[config.mk]
export PLATFORM = sky130hd
export DESIGN_NAME = semigraphic_cell_draw_commands_flat
export DESIGN_NICKNAME = d
export VERILOG_FILES = /design/src/design/scd_pkg.sv /design/src/design/scd_if.sv /design/src/design/scd_front.sv /design/src/design/scd_queue.sv /design/src/design/scd_back.sv /design/src/design/semigraphic_cell_draw_commands.sv /design/src/flat_wrapper.sv
export SDC_FILE = /design/constraint.sdc
export NUM_CORES = 2
export LEC_CHECK = 0
export BUFFER_PORTS_ARGS = -buffer_cell sky130_fd_sc_hd__buf_4
export CAP_MARGIN = 40
export CELL_PAD_IN_SITES_DETAIL_PLACEMENT = 0
export CELL_PAD_IN_SITES_GLOBAL_PLACEMENT = 1
export CORE_MARGIN = 1
export CORE_UTILIZATION = 49
export CTS_CLUSTER_SIZE = 25
export DETAILED_ROUTE_END_ITERATION = 6
export GPL_ROUTABILITY_DRIVEN = 0
export PLACE_DENSITY_LB_ADDON = 0.1
export SYNTH_ARGS = -nofsm -noshare
export SYNTH_HDL_FRONTEND = slang
export SYNTH_HIERARCHICAL = 1
export SYNTH_SLANG_ARGS = --single-unit
[constraint.sdc]
create_clock -name clk_i -period 9.1 [get_ports clk_i]
set_input_delay 0.455 -clock clk_i [delete_from_list [all_inputs] [get_ports clk_i]]
set_output_delay 0.455 -clock clk_i [all_outputs]
set_load 0.02 [all_outputs]
[src/design/scd_pkg.sv]
`timescale 1ns / 1ps
// shared types and constants for the semigraphic cell draw block
package scd_pkg;

  localparam int unsigned OFF_W      = 12;
  localparam int unsigned CODE_W     = 8;
  localparam int unsigned XPOS_W     = 16;
  localparam int unsigned YPOS_W     = 20;
  localparam int unsigned DIM_W      = 8;
  localparam int unsigned COLOR_W    = 32;
  localparam int unsigned CFG_IDX_W  = 3;
  localparam int unsigned CFG_DATA_W = 32;

  localparam int unsigned DIV_STAGES = OFF_W;
  localparam int unsigned Q_DEPTH    = 16;
  localparam int unsigned Q_PTR_W    = $clog2(Q_DEPTH);
  localparam int unsigned CNT_W      = Q_PTR_W + 1;
  localparam int unsigned SLOTS      = 7;
  localparam int unsigned SLOT_W     = 3;

  // divide by three as multiply by 171 and shift by 9, exact for 8-bit values
  localparam int unsigned THIRD_MUL   = 171;
  localparam int unsigned THIRD_SHIFT = 9;
  localparam int unsigned THIRD_W     = 16;

  localparam logic [CODE_W-1:0] CODE_SPACE = 8'd32;
  localparam int unsigned BIT_GRAPHIC = 7;
  localparam int unsigned BIT_LOWER   = 6;
  localparam int unsigned BIT_UPPER   = 5;

  localparam logic [DIM_W-1:0]   RST_COLUMNS   = 8'd64;
  localparam logic [DIM_W-1:0]   RST_CELL_W    = 8'd8;
  localparam logic [DIM_W-1:0]   RST_CELL_H    = 8'd12;
  localparam logic               RST_LOWERCASE = 1'b1;
  localparam logic [COLOR_W-1:0] RST_FORE      = 32'hFFFF_FFFF;
  localparam logic [COLOR_W-1:0] RST_BACK      = 32'h0000_00FF;

  typedef enum logic [CFG_IDX_W-1:0] {
    REG_COLUMNS     = 3'd0,
    REG_CELL_WIDTH  = 3'd1,
    REG_CELL_HEIGHT = 3'd2,
    REG_LOWERCASE   = 3'd3,
    REG_FG_RGBA     = 3'd4,
    REG_BG_RGBA     = 3'd5
  } cfg_reg_e;

  typedef enum logic {
    KIND_RECT  = 1'b0,
    KIND_GLYPH = 1'b1
  } kind_e;

  // command slots in emission order
  typedef enum logic [SLOT_W-1:0] {
    SLOT_BACK = 3'd0,
    SLOT_TL   = 3'd1,
    SLOT_ML   = 3'd2,
    SLOT_BL   = 3'd3,
    SLOT_BR   = 3'd4,
    SLOT_MR   = 3'd5,
    SLOT_TR   = 3'd6
  } slot_e;

  typedef struct packed {
    logic [DIM_W-1:0]   columns;
    logic [DIM_W-1:0]   cell_width;
    logic [DIM_W-1:0]   cell_height;
    logic               lowercase_mod;
    logic [COLOR_W-1:0] fg_rgba;
    logic [COLOR_W-1:0] bg_rgba;
    logic [DIM_W-1:0]   w_left;
    logic [DIM_W-1:0]   w_right;
    logic [DIM_W-1:0]   h_third;
    logic [DIM_W-1:0]   h_bottom;
  } cfg_t;

  typedef struct packed {
    logic [XPOS_W-1:0] x;
    logic [XPOS_W-1:0] xr;
    logic [YPOS_W-1:0] y;
    logic [YPOS_W-1:0] ym;
    logic [YPOS_W-1:0] yb;
    logic [CODE_W-1:0] glyph;
    logic              is_glyph;
    logic [SLOTS-1:0]  mask;
  } entry_t;

endpackage

[src/design/scd_if.sv]
`timescale 1ns / 1ps
// channel interfaces: cell input, draw command output, register writes
interface scd_cell_if;
  import scd_pkg::*;
  logic              valid;
  logic              ready;
  logic [OFF_W-1:0]  cell_offset;
  logic [CODE_W-1:0] char_code;
  modport source (output valid, cell_offset, char_code, input ready);
  modport sink (input valid, cell_offset, char_code, output ready);
endinterface

interface scd_cmd_if;
  import scd_pkg::*;
  logic               valid;
  logic               ready;
  logic               kind;
  logic [COLOR_W-1:0] color;
  logic [XPOS_W-1:0]  x_pos;
  logic [YPOS_W-1:0]  y_pos;
  logic [DIM_W-1:0]   rect_width;
  logic [DIM_W-1:0]   rect_height;
  logic [CODE_W-1:0]  glyph;
  logic               last;
  modport source (output valid, kind, color, x_pos, y_pos, rect_width, rect_height,
                  glyph, last, input ready);
  modport sink (input valid, kind, color, x_pos, y_pos, rect_width, rect_height,
                glyph, last, output ready);
endinterface

interface scd_cfg_if;
  import scd_pkg::*;
  logic                  valid;
  logic                  ready;
  logic [CFG_IDX_W-1:0]  index;
  logic [CFG_DATA_W-1:0] data;
  modport source (output valid, index, data, input ready);
  modport sink (input valid, index, data, output ready);
endinterface

[src/design/scd_front.sv]
`timescale 1ns / 1ps
// front end: pipelined offset divide, position multiply, code classification
module scd_front (
  input  logic                        clk_i,
  input  logic                        rst_ni,
  input  scd_pkg::cfg_t               cfg_i,
  input  logic                        valid_i,
  input  logic [scd_pkg::OFF_W-1:0]   offset_i,
  input  logic [scd_pkg::CODE_W-1:0]  code_i,
  output logic                        ent_valid_o,
  output scd_pkg::entry_t             ent_o
);
  import scd_pkg::*;

  logic [DIV_STAGES:0] vld_q;
  logic [DIM_W-1:0]    rem_q  [DIV_STAGES+1];
  logic [OFF_W-1:0]    num_q  [DIV_STAGES+1];
  logic [CODE_W-1:0]   code_q [DIV_STAGES+1];

  logic [DIM_W:0]      trial  [1:DIV_STAGES];
  logic [DIM_W:0]      diff   [1:DIV_STAGES];
  logic                ge     [1:DIV_STAGES];
  logic [DIM_W-1:0]    rem_d  [1:DIV_STAGES];
  logic [OFF_W-1:0]    num_d  [1:DIV_STAGES];

  logic                mul_vld_q;
  logic [XPOS_W-1:0]   x_q;
  logic [YPOS_W-1:0]   y_q;
  logic [CODE_W-1:0]   mcode_q;

  logic                ent_vld_q;
  entry_t              ent_q, ent_d;

  logic                graphic;
  logic [CODE_W-1:0]   adj;

  // one quotient bit per stage, restoring division
  always_comb begin
    for (int s = 1; s <= DIV_STAGES; s++) begin
      trial[s] = {rem_q[s-1], num_q[s-1][OFF_W-1]};
      diff[s]  = trial[s] - {1'b0, cfg_i.columns};
      ge[s]    = trial[s] >= {1'b0, cfg_i.columns};
      rem_d[s] = ge[s] ? diff[s][DIM_W-1:0] : trial[s][DIM_W-1:0];
      num_d[s] = {num_q[s-1][OFF_W-2:0], ge[s]};
    end
  end

  always_ff @(posedge clk_i or negedge rst_ni) begin
    if (!rst_ni) begin
      vld_q     <= '0;
      mul_vld_q <= 1'b0;
      ent_vld_q <= 1'b0;
    end else begin
      vld_q     <= {vld_q[DIV_STAGES-1:0], valid_i};
      mul_vld_q <= vld_q[DIV_STAGES];
      ent_vld_q <= mul_vld_q;
    end
  end

  always_ff @(posedge clk_i) begin
    rem_q[0]  <= '0;
    num_q[0]  <= offset_i;
    code_q[0] <= code_i;
    for (int s = 1; s <= DIV_STAGES; s++) begin
      rem_q[s]  <= rem_d[s];
      num_q[s]  <= num_d[s];
      code_q[s] <= code_q[s-1];
    end
    x_q     <= XPOS_W'(rem_q[DIV_STAGES]) * XPOS_W'(cfg_i.cell_width);
    y_q     <= YPOS_W'(num_q[DIV_STAGES]) * YPOS_W'(cfg_i.cell_height);
    mcode_q <= code_q[DIV_STAGES];
    ent_q   <= ent_d;
  end

  always_comb begin
    graphic = mcode_q[BIT_GRAPHIC] || (mcode_q == CODE_SPACE);
    adj     = mcode_q;
    if (!cfg_i.lowercase_mod) begin
      adj[BIT_LOWER] = ~mcode_q[BIT_UPPER];
    end

    ent_d.x     = x_q;
    ent_d.xr    = x_q + XPOS_W'(cfg_i.w_left);
    ent_d.y     = y_q;
    ent_d.ym    = y_q + YPOS_W'(cfg_i.h_third);
    ent_d.yb    = ent_d.ym + YPOS_W'(cfg_i.h_third);
    ent_d.glyph = graphic ? '0 : adj;
    ent_d.is_glyph = !graphic;
    ent_d.mask  = '0;
    ent_d.mask[SLOT_BACK] = 1'b1;
    if (!graphic) begin
      ent_d.mask[SLOT_TL] = (adj != CODE_SPACE);
    end else if (mcode_q != CODE_SPACE) begin
      ent_d.mask[SLOT_TL] = mcode_q[0];
      ent_d.mask[SLOT_ML] = mcode_q[2];
      ent_d.mask[SLOT_BL] = mcode_q[4];
      ent_d.mask[SLOT_BR] = mcode_q[5];
      ent_d.mask[SLOT_MR] = mcode_q[3];
      ent_d.mask[SLOT_TR] = mcode_q[1];
    end
  end

  assign ent_valid_o = ent_vld_q;
  assign ent_o       = ent_q;

endmodule

[src/design/scd_queue.sv]
`timescale 1ns / 1ps
// queue of classified cells between front and back
module scd_queue (
  input  logic            clk_i,
  input  logic            rst_ni,
  input  logic            wr_i,
  input  scd_pkg::entry_t wr_data_i,
  input  logic            pop_i,
  output logic            rd_valid_o,
  output scd_pkg::entry_t rd_data_o
);
  import scd_pkg::*;

  entry_t             mem_q [Q_DEPTH];
  logic [Q_PTR_W-1:0] wr_ptr_q, wr_ptr_d;
  logic [Q_PTR_W-1:0] rd_ptr_q, rd_ptr_d;
  logic [CNT_W-1:0]   cnt_q, cnt_d;

  always_comb begin
    wr_ptr_d = wr_i ? wr_ptr_q + 1'b1 : wr_ptr_q;
    rd_ptr_d = pop_i ? rd_ptr_q + 1'b1 : rd_ptr_q;
    cnt_d    = cnt_q + CNT_W'(wr_i) - CNT_W'(pop_i);
  end

  always_ff @(posedge clk_i or negedge rst_ni) begin
    if (!rst_ni) begin
      wr_ptr_q <= '0;
      rd_ptr_q <= '0;
      cnt_q    <= '0;
    end else begin
      wr_ptr_q <= wr_ptr_d;
      rd_ptr_q <= rd_ptr_d;
      cnt_q    <= cnt_d;
    end
  end

  always_ff @(posedge clk_i) begin
    if (wr_i) begin
      mem_q[wr_ptr_q] <= wr_data_i;
    end
  end

  assign rd_valid_o = (cnt_q != '0);
  assign rd_data_o  = mem_q[rd_ptr_q];

endmodule

[src/design/scd_back.sv]
`timescale 1ns / 1ps
// back end: steps through the pending commands of the head cell
module scd_back (
  input  logic            clk_i,
  input  logic            rst_ni,
  input  scd_pkg::cfg_t   cfg_i,
  input  logic            head_valid_i,
  input  scd_pkg::entry_t head_i,
  output logic            pop_o,
  scd_cmd_if.source       cmd_o
);
  import scd_pkg::*;

  logic [SLOTS-1:0]   done_q, done_d;
  logic [SLOTS-1:0]   remain, sel_oh, rest;
  slot_e              slot;
  logic               load, is_last;

  logic               out_valid_q;
  logic               kind_q, kind_d;
  logic [COLOR_W-1:0] color_q, color_d;
  logic [XPOS_W-1:0]  x_q, x_d;
  logic [YPOS_W-1:0]  y_q, y_d;
  logic [DIM_W-1:0]   w_q, w_d;
  logic [DIM_W-1:0]   h_q, h_d;
  logic [CODE_W-1:0]  glyph_q, glyph_d;
  logic               last_q;

  always_comb begin
    remain  = head_i.mask & ~done_q;
    sel_oh  = remain & (~remain + 1'b1);
    rest    = remain & ~sel_oh;
    is_last = (rest == '0);
    slot    = SLOT_BACK;
    for (int i = SLOTS - 1; i >= 0; i--) begin
      if (remain[i]) begin
        slot = slot_e'(SLOT_W'(i));
      end
    end
    load   = head_valid_i && (!out_valid_q || cmd_o.ready);
    pop_o  = load && is_last;
    done_d = is_last ? '0 : (done_q | sel_oh);
  end

  // command fields for the selected slot
  always_comb begin
    kind_d  = KIND_RECT;
    color_d = cfg_i.fg_rgba;
    x_d     = head_i.x;
    y_d     = head_i.y;
    w_d     = cfg_i.w_left;
    h_d     = cfg_i.h_third;
    glyph_d = '0;
    unique case (slot)
      SLOT_BACK: begin
        color_d = cfg_i.bg_rgba;
        w_d     = cfg_i.cell_width;
        h_d     = cfg_i.cell_height;
      end
      SLOT_TL: begin
        if (head_i.is_glyph) begin
          kind_d  = KIND_GLYPH;
          w_d     = '0;
          h_d     = '0;
          glyph_d = head_i.glyph;
        end
      end
      SLOT_ML: begin
        y_d = head_i.ym;
      end
      SLOT_BL: begin
        y_d = head_i.yb;
        h_d = cfg_i.h_bottom;
      end
      SLOT_BR: begin
        x_d = head_i.xr;
        y_d = head_i.yb;
        w_d = cfg_i.w_right;
        h_d = cfg_i.h_bottom;
      end
      SLOT_MR: begin
        x_d = head_i.xr;
        y_d = head_i.ym;
        w_d = cfg_i.w_right;
      end
      SLOT_TR: begin
        x_d = head_i.xr;
        w_d = cfg_i.w_right;
      end
      default: begin
        kind_d = KIND_RECT;
      end
    endcase
  end

  always_ff @(posedge clk_i or negedge rst_ni) begin
    if (!rst_ni) begin
      out_valid_q <= 1'b0;
      done_q      <= '0;
    end else begin
      if (load) begin
        out_valid_q <= 1'b1;
        done_q      <= done_d;
      end else if (cmd_o.ready) begin
        out_valid_q <= 1'b0;
      end
    end
  end

  always_ff @(posedge clk_i) begin
    if (load) begin
      kind_q  <= kind_d;
      color_q <= color_d;
      x_q     <= x_d;
      y_q     <= y_d;
      w_q     <= w_d;
      h_q     <= h_d;
      glyph_q <= glyph_d;
      last_q  <= is_last;
    end
  end

  assign cmd_o.valid       = out_valid_q;
  assign cmd_o.kind        = kind_q;
  assign cmd_o.color       = color_q;
  assign cmd_o.x_pos       = x_q;
  assign cmd_o.y_pos       = y_q;
  assign cmd_o.rect_width  = w_q;
  assign cmd_o.rect_height = h_q;
  assign cmd_o.glyph       = glyph_q;
  assign cmd_o.last        = last_q;

endmodule

[src/design/semigraphic_cell_draw_commands.sv]
`timescale 1ns / 1ps
// Semigraphic cell draw-command generator, top level.
// cell_i takes one video-memory cell (offset, code) per item; cmd_o gives
// the draw commands for it, background rectangle first, last set on the
// final command of the cell. cfg_i writes the six registers by index
// (columns, cell width, cell height, lowercase mod, fore and back color),
// always ready; write only while no cell is in flight.
// An accepted cell passes the input register, the 12-stage offset divider,
// the position multiply, the classification register and the queue.
// Throughput: one command per cycle on cmd_o while it is not stalled; a
// cell yields 1 to 7 commands depending on its code. Cells enter back to
// back while a 16-entry queue and its credit count have room.
// Reset restores the register defaults and empties pipeline and queue.
// When cmd_o stalls the held command stays put, the queue fills, and
// cell_i.ready drops once 16 cells are waiting or in flight.
module semigraphic_cell_draw_commands (
  input  logic      clk_i,
  input  logic      rst_ni,
  scd_cell_if.sink  cell_i,
  scd_cfg_if.sink   cfg_i,
  scd_cmd_if.source cmd_o
);
  import scd_pkg::*;

  logic [DIM_W-1:0]   columns_q;
  logic [DIM_W-1:0]   cell_w_q;
  logic [DIM_W-1:0]   cell_h_q;
  logic               lower_q;
  logic [COLOR_W-1:0] fore_q;
  logic [COLOR_W-1:0] back_q;

  cfg_t               cfg;
  logic [THIRD_W-1:0] third_prod;

  logic               cell_acc, cfg_acc;
  logic [CNT_W-1:0]   credit_q, credit_d;

  logic               ent_valid;
  entry_t             ent;
  logic               head_valid;
  entry_t             head;
  logic               pop;

  assign cfg_acc     = cfg_i.valid && cfg_i.ready;
  assign cfg_i.ready = 1'b1;

  always_ff @(posedge clk_i or negedge rst_ni) begin
    if (!rst_ni) begin
      columns_q <= RST_COLUMNS;
      cell_w_q  <= RST_CELL_W;
      cell_h_q  <= RST_CELL_H;
      lower_q   <= RST_LOWERCASE;
      fore_q    <= RST_FORE;
      back_q    <= RST_BACK;
    end else if (cfg_acc) begin
      unique case (cfg_reg_e'(cfg_i.index))
        REG_COLUMNS:     columns_q <= cfg_i.data[DIM_W-1:0];
        REG_CELL_WIDTH:  cell_w_q  <= cfg_i.data[DIM_W-1:0];
        REG_CELL_HEIGHT: cell_h_q  <= cfg_i.data[DIM_W-1:0];
        REG_LOWERCASE:   lower_q   <= cfg_i.data[0];
        REG_FG_RGBA:     fore_q    <= cfg_i.data[COLOR_W-1:0];
        REG_BG_RGBA:     back_q    <= cfg_i.data[COLOR_W-1:0];
        default: begin
          lower_q <= lower_q;
        end
      endcase
    end
  end

  // derived sub-block geometry; columns of zero act as one
  always_comb begin
    third_prod        = THIRD_W'(cell_h_q) * THIRD_W'(THIRD_MUL);
    cfg.columns       = (columns_q == '0) ? DIM_W'(1) : columns_q;
    cfg.cell_width    = cell_w_q;
    cfg.cell_height   = cell_h_q;
    cfg.lowercase_mod = lower_q;
    cfg.fg_rgba       = fore_q;
    cfg.bg_rgba       = back_q;
    cfg.w_left        = cell_w_q >> 1;
    cfg.w_right       = cell_w_q - cfg.w_left;
    cfg.h_third       = DIM_W'(third_prod >> THIRD_SHIFT);
    cfg.h_bottom      = cell_h_q - cfg.h_third - cfg.h_third;
  end

  // credits cover every cell between the input and the queue head
  assign cell_acc     = cell_i.valid && cell_i.ready;
  assign cell_i.ready = (credit_q < CNT_W'(Q_DEPTH));
  assign credit_d     = credit_q + CNT_W'(cell_acc) - CNT_W'(pop);

  always_ff @(posedge clk_i or negedge rst_ni) begin
    if (!rst_ni) begin
      credit_q <= '0;
    end else begin
      credit_q <= credit_d;
    end
  end

  scd_front u_front (
    .clk_i       (clk_i),
    .rst_ni      (rst_ni),
    .cfg_i       (cfg),
    .valid_i     (cell_acc),
    .offset_i    (cell_i.cell_offset),
    .code_i      (cell_i.char_code),
    .ent_valid_o (ent_valid),
    .ent_o       (ent)
  );

  scd_queue u_queue (
    .clk_i      (clk_i),
    .rst_ni     (rst_ni),
    .wr_i       (ent_valid),
    .wr_data_i  (ent),
    .pop_i      (pop),
    .rd_valid_o (head_valid),
    .rd_data_o  (head)
  );

  scd_back u_back (
    .clk_i        (clk_i),
    .rst_ni       (rst_ni),
    .cfg_i        (cfg),
    .head_valid_i (head_valid),
    .head_i       (head),
    .pop_o        (pop),
    .cmd_o        (cmd_o)
  );

endmodule
[src/flat_wrapper.sv]
// flat-port wrapper written by rule: the top's interface ports become plain ports
module semigraphic_cell_draw_commands_flat import scd_pkg::*;
  (clk_i, rst_ni, cell_i_valid, cell_i_cell_offset, cell_i_char_code, cell_i_ready, cfg_i_valid, cfg_i_index, cfg_i_data, cfg_i_ready, cmd_o_valid, cmd_o_kind, cmd_o_color, cmd_o_x_pos, cmd_o_y_pos, cmd_o_rect_width, cmd_o_rect_height, cmd_o_glyph, cmd_o_last, cmd_o_ready);
  scd_cell_if cell_i_i ();
  scd_cfg_if cfg_i_i ();
  scd_cmd_if cmd_o_i ();
  input  logic clk_i;
  input  logic rst_ni;
  input wire logic [$bits(cell_i_i.valid)-1:0] cell_i_valid;
  input wire logic [$bits(cell_i_i.cell_offset)-1:0] cell_i_cell_offset;
  input wire logic [$bits(cell_i_i.char_code)-1:0] cell_i_char_code;
  output wire logic [$bits(cell_i_i.ready)-1:0] cell_i_ready;
  input wire logic [$bits(cfg_i_i.valid)-1:0] cfg_i_valid;
  input wire logic [$bits(cfg_i_i.index)-1:0] cfg_i_index;
  input wire logic [$bits(cfg_i_i.data)-1:0] cfg_i_data;
  output wire logic [$bits(cfg_i_i.ready)-1:0] cfg_i_ready;
  output wire logic [$bits(cmd_o_i.valid)-1:0] cmd_o_valid;
  output wire logic [$bits(cmd_o_i.kind)-1:0] cmd_o_kind;
  output wire logic [$bits(cmd_o_i.color)-1:0] cmd_o_color;
  output wire logic [$bits(cmd_o_i.x_pos)-1:0] cmd_o_x_pos;
  output wire logic [$bits(cmd_o_i.y_pos)-1:0] cmd_o_y_pos;
  output wire logic [$bits(cmd_o_i.rect_width)-1:0] cmd_o_rect_width;
  output wire logic [$bits(cmd_o_i.rect_height)-1:0] cmd_o_rect_height;
  output wire logic [$bits(cmd_o_i.glyph)-1:0] cmd_o_glyph;
  output wire logic [$bits(cmd_o_i.last)-1:0] cmd_o_last;
  input wire logic [$bits(cmd_o_i.ready)-1:0] cmd_o_ready;
  assign cell_i_i.valid = cell_i_valid;
  assign cell_i_i.cell_offset = cell_i_cell_offset;
  assign cell_i_i.char_code = cell_i_char_code;
  assign cell_i_ready = cell_i_i.ready;
  assign cfg_i_i.valid = cfg_i_valid;
  assign cfg_i_i.index = cfg_i_index;
  assign cfg_i_i.data = cfg_i_data;
  assign cfg_i_ready = cfg_i_i.ready;
  assign cmd_o_valid = cmd_o_i.valid;
  assign cmd_o_kind = cmd_o_i.kind;
  assign cmd_o_color = cmd_o_i.color;
  assign cmd_o_x_pos = cmd_o_i.x_pos;
  assign cmd_o_y_pos = cmd_o_i.y_pos;
  assign cmd_o_rect_width = cmd_o_i.rect_width;
  assign cmd_o_rect_height = cmd_o_i.rect_height;
  assign cmd_o_glyph = cmd_o_i.glyph;
  assign cmd_o_last = cmd_o_i.last;
  assign cmd_o_i.ready = cmd_o_ready;
  semigraphic_cell_draw_commands u_core (.clk_i(clk_i), .rst_ni(rst_ni), .cell_i(cell_i_i), .cfg_i(cfg_i_i), .cmd_o(cmd_o_i));
endmodule
Yosys cells after proc, flatten, opt, wreduce, memory -nomap -nowiden
Memories as Yosys holds them, arrays and structs flattened. A register that Yosys moved wholly into a read port is not among the register bits.
Cells that the tools add are included.
W data, S select, Z words.
{ "totals": {"inputBits": 60, "wordCells": 161, "reg_bits": 367, "mem_count": 4, "ramBits": 2076, "output_inout_bits": 97} }
{ "op_classes": {"reduce_logical": 24, "n_eq_ne": 14, "order_cmp": 13, "bitwise": 8, "mux": 36, "multipliers": 3, "addsub": 25} }
{ "mem_list": {"columns": ["memory", "words", "word_bits", "read_ports", "rd_ports_with_merged_regs", "write_ports", "line", "rtl"], "rows": [
  ["u_core.u_queue.mem_q", 16, 107, 1, 0, 1, "scd_queue.sv:14", "entry_t mem_q [Q_DEPTH];"],
  ["u_core.u_front.num_q", 13, 12, 13, 0, 13, "scd_front.sv:17", "logic [OFF_W-1:0] num_q [DIV_STAGES+1];"],
  ["u_core.u_front.code_q", 13, 8, 13, 1, 13, "scd_front.sv:18", "logic [CODE_W-1:0] code_q [DIV_STAGES+1];"],
  ["u_core.u_front.rem_q", 13, 8, 13, 0, 13, "scd_front.sv:16", "logic [DIM_W-1:0] rem_q [DIV_STAGES+1];"]
]} }
{ "op_table": {"columns": ["cell", "count"], "rows": [
  ["$ge A9 B8 Y1", 12],
  ["$mux W8", 13],
  ["$sub A8 B8 Y8", 12],
  ["$pmux W8 S3", 2],
  ["$add A20 B7 Y20", 2],
  ["$pmux W20 S2", 1],
  ["$mux W32", 1],
  ["$sub A8 B7 Y8", 3],
  ["$and A7 B7 Y7", 3],
  ["$mux W3", 7],
  ["$mux W7", 3],
  ["$not A7 Y7", 3],
  ["$mul A12 B8 Y20", 1],
  ["$add A16 B7 Y16", 1],
  ["$mul A8 B8 Y16", 1],
  ["$mul A8 B8 Y16 const B", 1],
  ["$mux W16", 1],
  ["$ne A8 B6 Y1 const B", 2],
  ["$reduce_and A2 Y1", 8],
  ["$eq A3 B3 Y1 const B", 5],
  ["$eq A3 B2 Y1 const B", 4],
  ["$add A5 B1 Y5", 2],
  ["$sub A5 B1 Y5", 2],
  ["$add A4 B1 Y4 const B", 2],
  ["17 further kinds", 31]
]} }

Logic depth before layout (Yosys ltp)
{ "depth": {"word_depth": 12, "depth_mapped": 26} }

Hierarchy
The synthesis kept the hierarchy.
{ "by_module_without_submodules": {"columns": ["mod", "cells_per_inst", "instances", "area_each_um2"], "rows": [
  ["scd_queue", 2712, 1, 65226.3],
  ["scd_front", 1956, 1, 22052.4],
  ["semigraphic_cell_draw_commands", 462, 1, 5499.0],
  ["scd_back", 341, 1, 4719.5]
]} }

Worst setup path after synthesis
No wires, ideal clock.
{ "synth_timing": {"path_type": "reg-to-reg", "startpoint": "register u_core.u_front.ent_vld_q, in the netlist u_core/u_front/ent_valid_o", "endpoint": "memory u_core/u_queue/mem_q[3][0] in the netlist's numbering, enable pin", "t_arrival_ns": 8.046, "stages_incl_launch_ff": 4, "setup_time_ns": 0.707, "required_ns": 8.393, "n_path_buf": 1, "path_slack_ns": 0.347, "path_cell_list": "dfrtp_1 -> clkbuf_1 -> nand2_1 -> nor3_1"} }
{ "synth_between": {"elab_chain_cells": 2} }
{ "synth_lines": {"columns": ["item", "line", "rtl"], "rows": [
  ["from (decl)", "scd_front.sv:31", "logic ent_vld_q;"],
  ["from (signal assigned)", "scd_front.sv:56", "ent_vld_q <= mul_vld_q;"],
  ["$mux W1", "scd_queue.sv:38", "if (wr_i) begin"],
  ["$mux W1 (implied by the code)", "scd_queue.sv:39", "mem_q[wr_ptr_q] <= wr_data_i;"],
  ["to (decl)", "scd_queue.sv:14", null]
]} }
No other way between the ends.

==> impl_table.tex <==
\begin{tabular}{lr}
\hline
Metric & Value \\
\hline
\multicolumn{2}{l}{\textbf{CTS}} \\
Total clock buffers created by CTS & 274 \\
Worst-path clk slew & 0.07 ns \\
Worst-Skew Late Latency & 0.91 ns \\
Clock Root Buffer & sky130\_fd\_sc\_hd\_\_clkbuf\_16 \\
CTS H-tree depth & 5 \\
Number of sinks on the clock net & 2459 \\
CTS tree & built \\
Clk buf depth & 4 \\
\multicolumn{2}{l}{\textbf{Hold path}} \\
Hold path start & cfg\_i\_valid \\
Hold Path Class & in2reg \\
Capture endpoint of the worst hold path & u\_core/lower\_q \\
Min-Delay Path Depth & 3 \\
\multicolumn{2}{l}{\textbf{Synth}} \\
Synth async-reset ratio & 5.29\% \\
Number of synthesized flops with an enable pin & around 1800 \\
Average instance area after synthesis & 17.8 sq um \\
Commonest register cell after synthesis & sky130\_fd\_sc\_hd\_\_edfxtp\_1 \\
Biggest area consumer among synthesized cells & sky130\_fd\_sc\_hd\_\_edfxtp\_1 \\
Yosys warning count & 6 \\
Portion of the post-synthesis area used by sequential elements & 69.9\% \\
Post-synthesis sequential element count & roughly 2500 \\
Instance count of the mapped netlist & 5471 \\
Unique masters post-synth & between 90 and 100 \\
Yosys top cell area share & between 50\% and 60\% \\
Post-Syn Area & 0.0975 sq mm \\
Leading post-synthesis cells by cell area & sky130\_fd\_sc\_hd\_\_edfxtp\_1, sky130\_fd\_sc\_hd\_\_dfxtp\_1, sky130\_fd\_sc\_hd\_\_mux4\_2 \\
\multicolumn{2}{l}{\textbf{Worst setup path}} \\
Maximum fanout count along the critical path & 19 \\
Req. time, crit path & 9.87 ns \\
Type of the setup path with the least slack & reg2reg \\
Sort of element at the end of the critical path & flop \\
Register-to-Register Setup Slack & approximately 1.9 ns \\
Depth of the most critical reg-to-reg path & 27 \\
Reg-to-Reg Start & u\_core/cell\_h\_q[3] \\
Crit start category & flop \\
Worst R2R End & u\_core/u\_front/ent\_o[32] \\
Critical path arrival & 7.95 ns \\
\multicolumn{2}{l}{\textbf{Run}} \\
Max-cap check violation count & 0 \\
\multicolumn{2}{l}{\textbf{Pwr}} \\
Peak supply drop & between 0.4 and 0.5 mV \\
Pwr dens & 421 mW/mm\^{}2 \\
Standby leakage power & 40.0 nW \\
\multicolumn{2}{l}{\textbf{GRT}} \\
Pin count of the biggest net entering global routing & 109 \\
Wire length of the first global-routing pass & 337000 um \\
Via count of the first global-routing pass & 51200 \\
Total Routing Usage GR & roughly 23\% \\
Overflow left after global routing & 0 \\
Antenna violations before repair & 5 \\
\multicolumn{2}{l}{\textbf{STA}} \\
Fmax & approximately 140 MHz \\
Max transition margin & 28.6\% \\
Setup violators final & 0 \\
Unrepaired setup endpoints after global routing & no \\
Worst hold-check slack & 0.0907 ns \\
Final max-slew violation count & 0 \\
Hold violation count in the final report & 0 \\
Slew at the pin closest to its max-slew limit & roughly 1.1 ns \\
Setup\_tns & 0 ns \\
Final Critical Period & 7.17 ns \\
Post-route setup slack & 1.93 ns \\
Final clock period utilization by the worst path & 78.8\% \\
Clock Skews & around 0.05 ns \\
\multicolumn{2}{l}{\textbf{Routing}} \\
Number of nets with antenna violations after routing & 0 \\
Via density per instance & 5.68 \\
Post-detailed-routing wire length & approximately 230000 um \\
Number of vias in the routed layout & 49400 \\
Detailed Route Iter0 Violations & 3826 \\
Avg WL per Cell & 26.1 um \\
Residual DRC count & 0 \\
Number of search-and-repair iterations in the first detailed-routing pass & 5 \\
\multicolumn{2}{l}{\textbf{Placed design}} \\
Worst Setup Slack post-DPL & roughly 2.0 ns \\
Area of placed instances & 0.102 sq mm \\
Number of buffers inserted by port buffering & 155 \\
Detailed placement HPWL & 124000 um \\
\multicolumn{2}{l}{\textbf{Floorplan}} \\
Core area & 0.197 sq mm \\
Area of the die & between 0.2 and 0.25 sq mm \\
Chip width & 448 um \\
Starting density of the core & about half \\
Top-Level Pins & 157 \\
Overall die height & 448 um \\
Placement Rows & 163 \\
\multicolumn{2}{l}{\textbf{Outcome}} \\
Result of the run & complete, no violations \\
\multicolumn{2}{l}{\textbf{Cells and area}} \\
Final instance area & approximately 0.11 sq mm \\
Fraction of layout instances using a drive strength above 1 & 22.2\% \\
Most frequent cells in the layout & sky130\_fd\_sc\_hd\_\_edfxtp\_1, sky130\_fd\_sc\_hd\_\_dfxtp\_1, sky130\_fd\_sc\_hd\_\_mux4\_2 \\
Filler Cells Inserted & 15400 \\
Synth-to-Final Area Change & 14.4\% \\
Commonest non-fill, non-tap cell in the layout & sky130\_fd\_sc\_hd\_\_edfxtp\_1 \\
Number of nets in the layout & 6302 \\
\hline
\end{tabular}
==> kinds of logic after synthesis <==
group	after synthesis	synth area share (%)
XOR/XNOR	144	1.32
adder cells (fa/ha/maj)	389	5.95
AO/OA/AOI/OAI	583	4.46
flip-flops	2459	69.9
buffers and inverters	488	2.18
AND/OR/NAND/NOR	784	4.02
multiplexers	620	12.1
other	4	0.0154
==> sequential cells by signal, indices dropped and copies added, names as in the netlist, 13 cells and up <==
register / cells
u_core/back_q: 32
u_core/fore_q: 32
u_core/u_back/cmd_o.color: 32
u_core/u_back/cmd_o.x_pos: 16
u_core/u_back/cmd_o.y_pos: 20
u_core/u_front/code_q: 104
u_core/u_front/ent_o: 107
u_core/u_front/num_q: 156
u_core/u_front/rem_q: 96
u_core/u_front/vld_q: 13
u_core/u_front/x_q: 16
u_core/u_front/y_q: 20
u_core/u_queue/mem_q: 1728
==> repair_timing <==
action | 4_1_cts | 5_1_grt
setup buffers | 0 | 0
resized for setup | 0 | 0
endpoints found under the hold margin | 163 | 0
hold buffers | 55 | 0
==> how the worst max path moves through the flow <==
stage	start	endpoint	slack, ns	cells after the start
3_3_place_gp	u_core/cell_h_q[1]	u_core/u_front/ent_o[32]	1.96	26
6_report	u_core/cell_h_q[3]	u_core/u_front/ent_o[32]	1.93	27
4_1_cts	u_core/cell_h_q[3]	u_core/u_front/ent_o[32]	1.87	26
3_5_place_dp	u_core/cell_h_q[1]	u_core/u_front/ent_o[32]	1.97	26
2_1_floorplan	u_core/u_front/ent_valid_o	u_core/u_queue/mem_q[3][0]	0.35	3
5_1_grt	u_core/cell_h_q[3]	u_core/u_front/ent_o[30]	1.41	25
==> report_power, final <==
group | total [W] | switching, W | internal, W
logic | 0.0197 | 0.0112 | 0.00853
clock network | 0.0106 | 0.00422 | 0.00643
registers | 0.0165 | 0.00164 | 0.0149
==> layout make-up <==
cell class | instances | area [sq um] | area share [%]
multi-input combinational | 2528 | 27400 | 24.6
timing repair buffer | 300 | 2850 | 2.56
antenna | 5 | 12.5 | 0.0112
inverter | 294 | 1100 | 0.990
sequential | 2459 | 68200 | 61.1
clock inverter | 87 | 887 | 0.796
tap | 2640 | 3300 | 2.96
clock buffer | 383 | 7750 | 6.95
==> cells in the mapped netlist (8+ instances only) <==
cell type / instances
sky130_fd_sc_hd__mux4_2: 432
sky130_fd_sc_hd__dfstp_2: 45
sky130_fd_sc_hd__o21ai_1: 19
sky130_fd_sc_hd__mux2i_1: 23
sky130_fd_sc_hd__inv_1: 292
sky130_fd_sc_hd__a22oi_1: 217
sky130_fd_sc_hd__ha_1: 260
sky130_fd_sc_hd__edfxtp_1: 1822
sky130_fd_sc_hd__dfxtp_1: 507
sky130_fd_sc_hd__nor3_1: 31
sky130_fd_sc_hd__nor2b_1: 46
sky130_fd_sc_hd__a21boi_1: 11
sky130_fd_sc_hd__a21o_1: 38
sky130_fd_sc_hd__and3_1: 9
sky130_fd_sc_hd__xor2_1: 36
sky130_fd_sc_hd__a211oi_4: 11
sky130_fd_sc_hd__xnor2_1: 105
sky130_fd_sc_hd__a21oi_1: 67
sky130_fd_sc_hd__a211oi_1: 9
sky130_fd_sc_hd__and2_1: 172
sky130_fd_sc_hd__nor4_1: 15
sky130_fd_sc_hd__nand2_1: 276
sky130_fd_sc_hd__dfrtp_1: 85
sky130_fd_sc_hd__nor2_1: 124
sky130_fd_sc_hd__a22o_1: 8
sky130_fd_sc_hd__mux2_2: 159
sky130_fd_sc_hd__buf_2: 36
sky130_fd_sc_hd__fa_1: 125
sky130_fd_sc_hd__o21ai_0: 72
sky130_fd_sc_hd__buf_6: 29
sky130_fd_sc_hd__a221o_1: 28
sky130_fd_sc_hd__buf_1: 21
sky130_fd_sc_hd__clkbuf_1: 100
sky130_fd_sc_hd__nand2b_1: 27
sky130_fd_sc_hd__nand4_1: 28
sky130_fd_sc_hd__o21a_1: 28
sky130_fd_sc_hd__a21boi_0: 14
sky130_fd_sc_hd__nand3_1: 22
==> layer usage <==
metal  up-vias  track usage, %  part of all wire (%)
met3       301            3.06                   5.4
met2      1348            36.8                    48
met1     26000            33.3                    45
li1      21800               -                     -
met5         -               0                     0
met4         0            5.24                   1.8
==> per-stage QoR <==
step	power (W)	util, %	instances
3_3_place_gp	0.0364	51.6	8148
3_5_place_dp	0.0366	51.8	8166
6_report	0.0469	56.5	8696
4_1_cts	0.0474	56.5	8691
5_1_grt	0.0500	56.5	8692
2_1_floorplan	0.0305	-	5475
==> worst max-delay path: stages (launching register included) <==
cell                       delay (ns)
sky130_fd_sc_hd__dfstp_2         0.80
sky130_fd_sc_hd__ha_1            0.35
sky130_fd_sc_hd__fa_1            0.47
sky130_fd_sc_hd__fa_1            0.49
sky130_fd_sc_hd__inv_1           0.05
sky130_fd_sc_hd__fa_1            0.47
sky130_fd_sc_hd__inv_1           0.04
sky130_fd_sc_hd__ha_1            0.29
sky130_fd_sc_hd__inv_1           0.06
sky130_fd_sc_hd__o22ai_1         0.13
sky130_fd_sc_hd__or3_1           0.40
sky130_fd_sc_hd__xor2_1          0.15
sky130_fd_sc_hd__buf_4           0.17
sky130_fd_sc_hd__ha_1            0.25
sky130_fd_sc_hd__fa_1            0.42
sky130_fd_sc_hd__a21oi_2         0.21
sky130_fd_sc_hd__and2b_1         0.20
sky130_fd_sc_hd__nor2_1          0.11
sky130_fd_sc_hd__xnor2_1         0.11
sky130_fd_sc_hd__ha_1            0.36
sky130_fd_sc_hd__o21ai_0         0.13
sky130_fd_sc_hd__o21ai_0         0.27
sky130_fd_sc_hd__a21o_1          0.17
sky130_fd_sc_hd__a21oi_1         0.14
sky130_fd_sc_hd__nand3b_1        0.23
sky130_fd_sc_hd__a21oi_2         0.28
sky130_fd_sc_hd__nand3_1         0.14
sky130_fd_sc_hd__xnor2_1         0.15
Note: power is estimated with default switching activity, not from simulation.
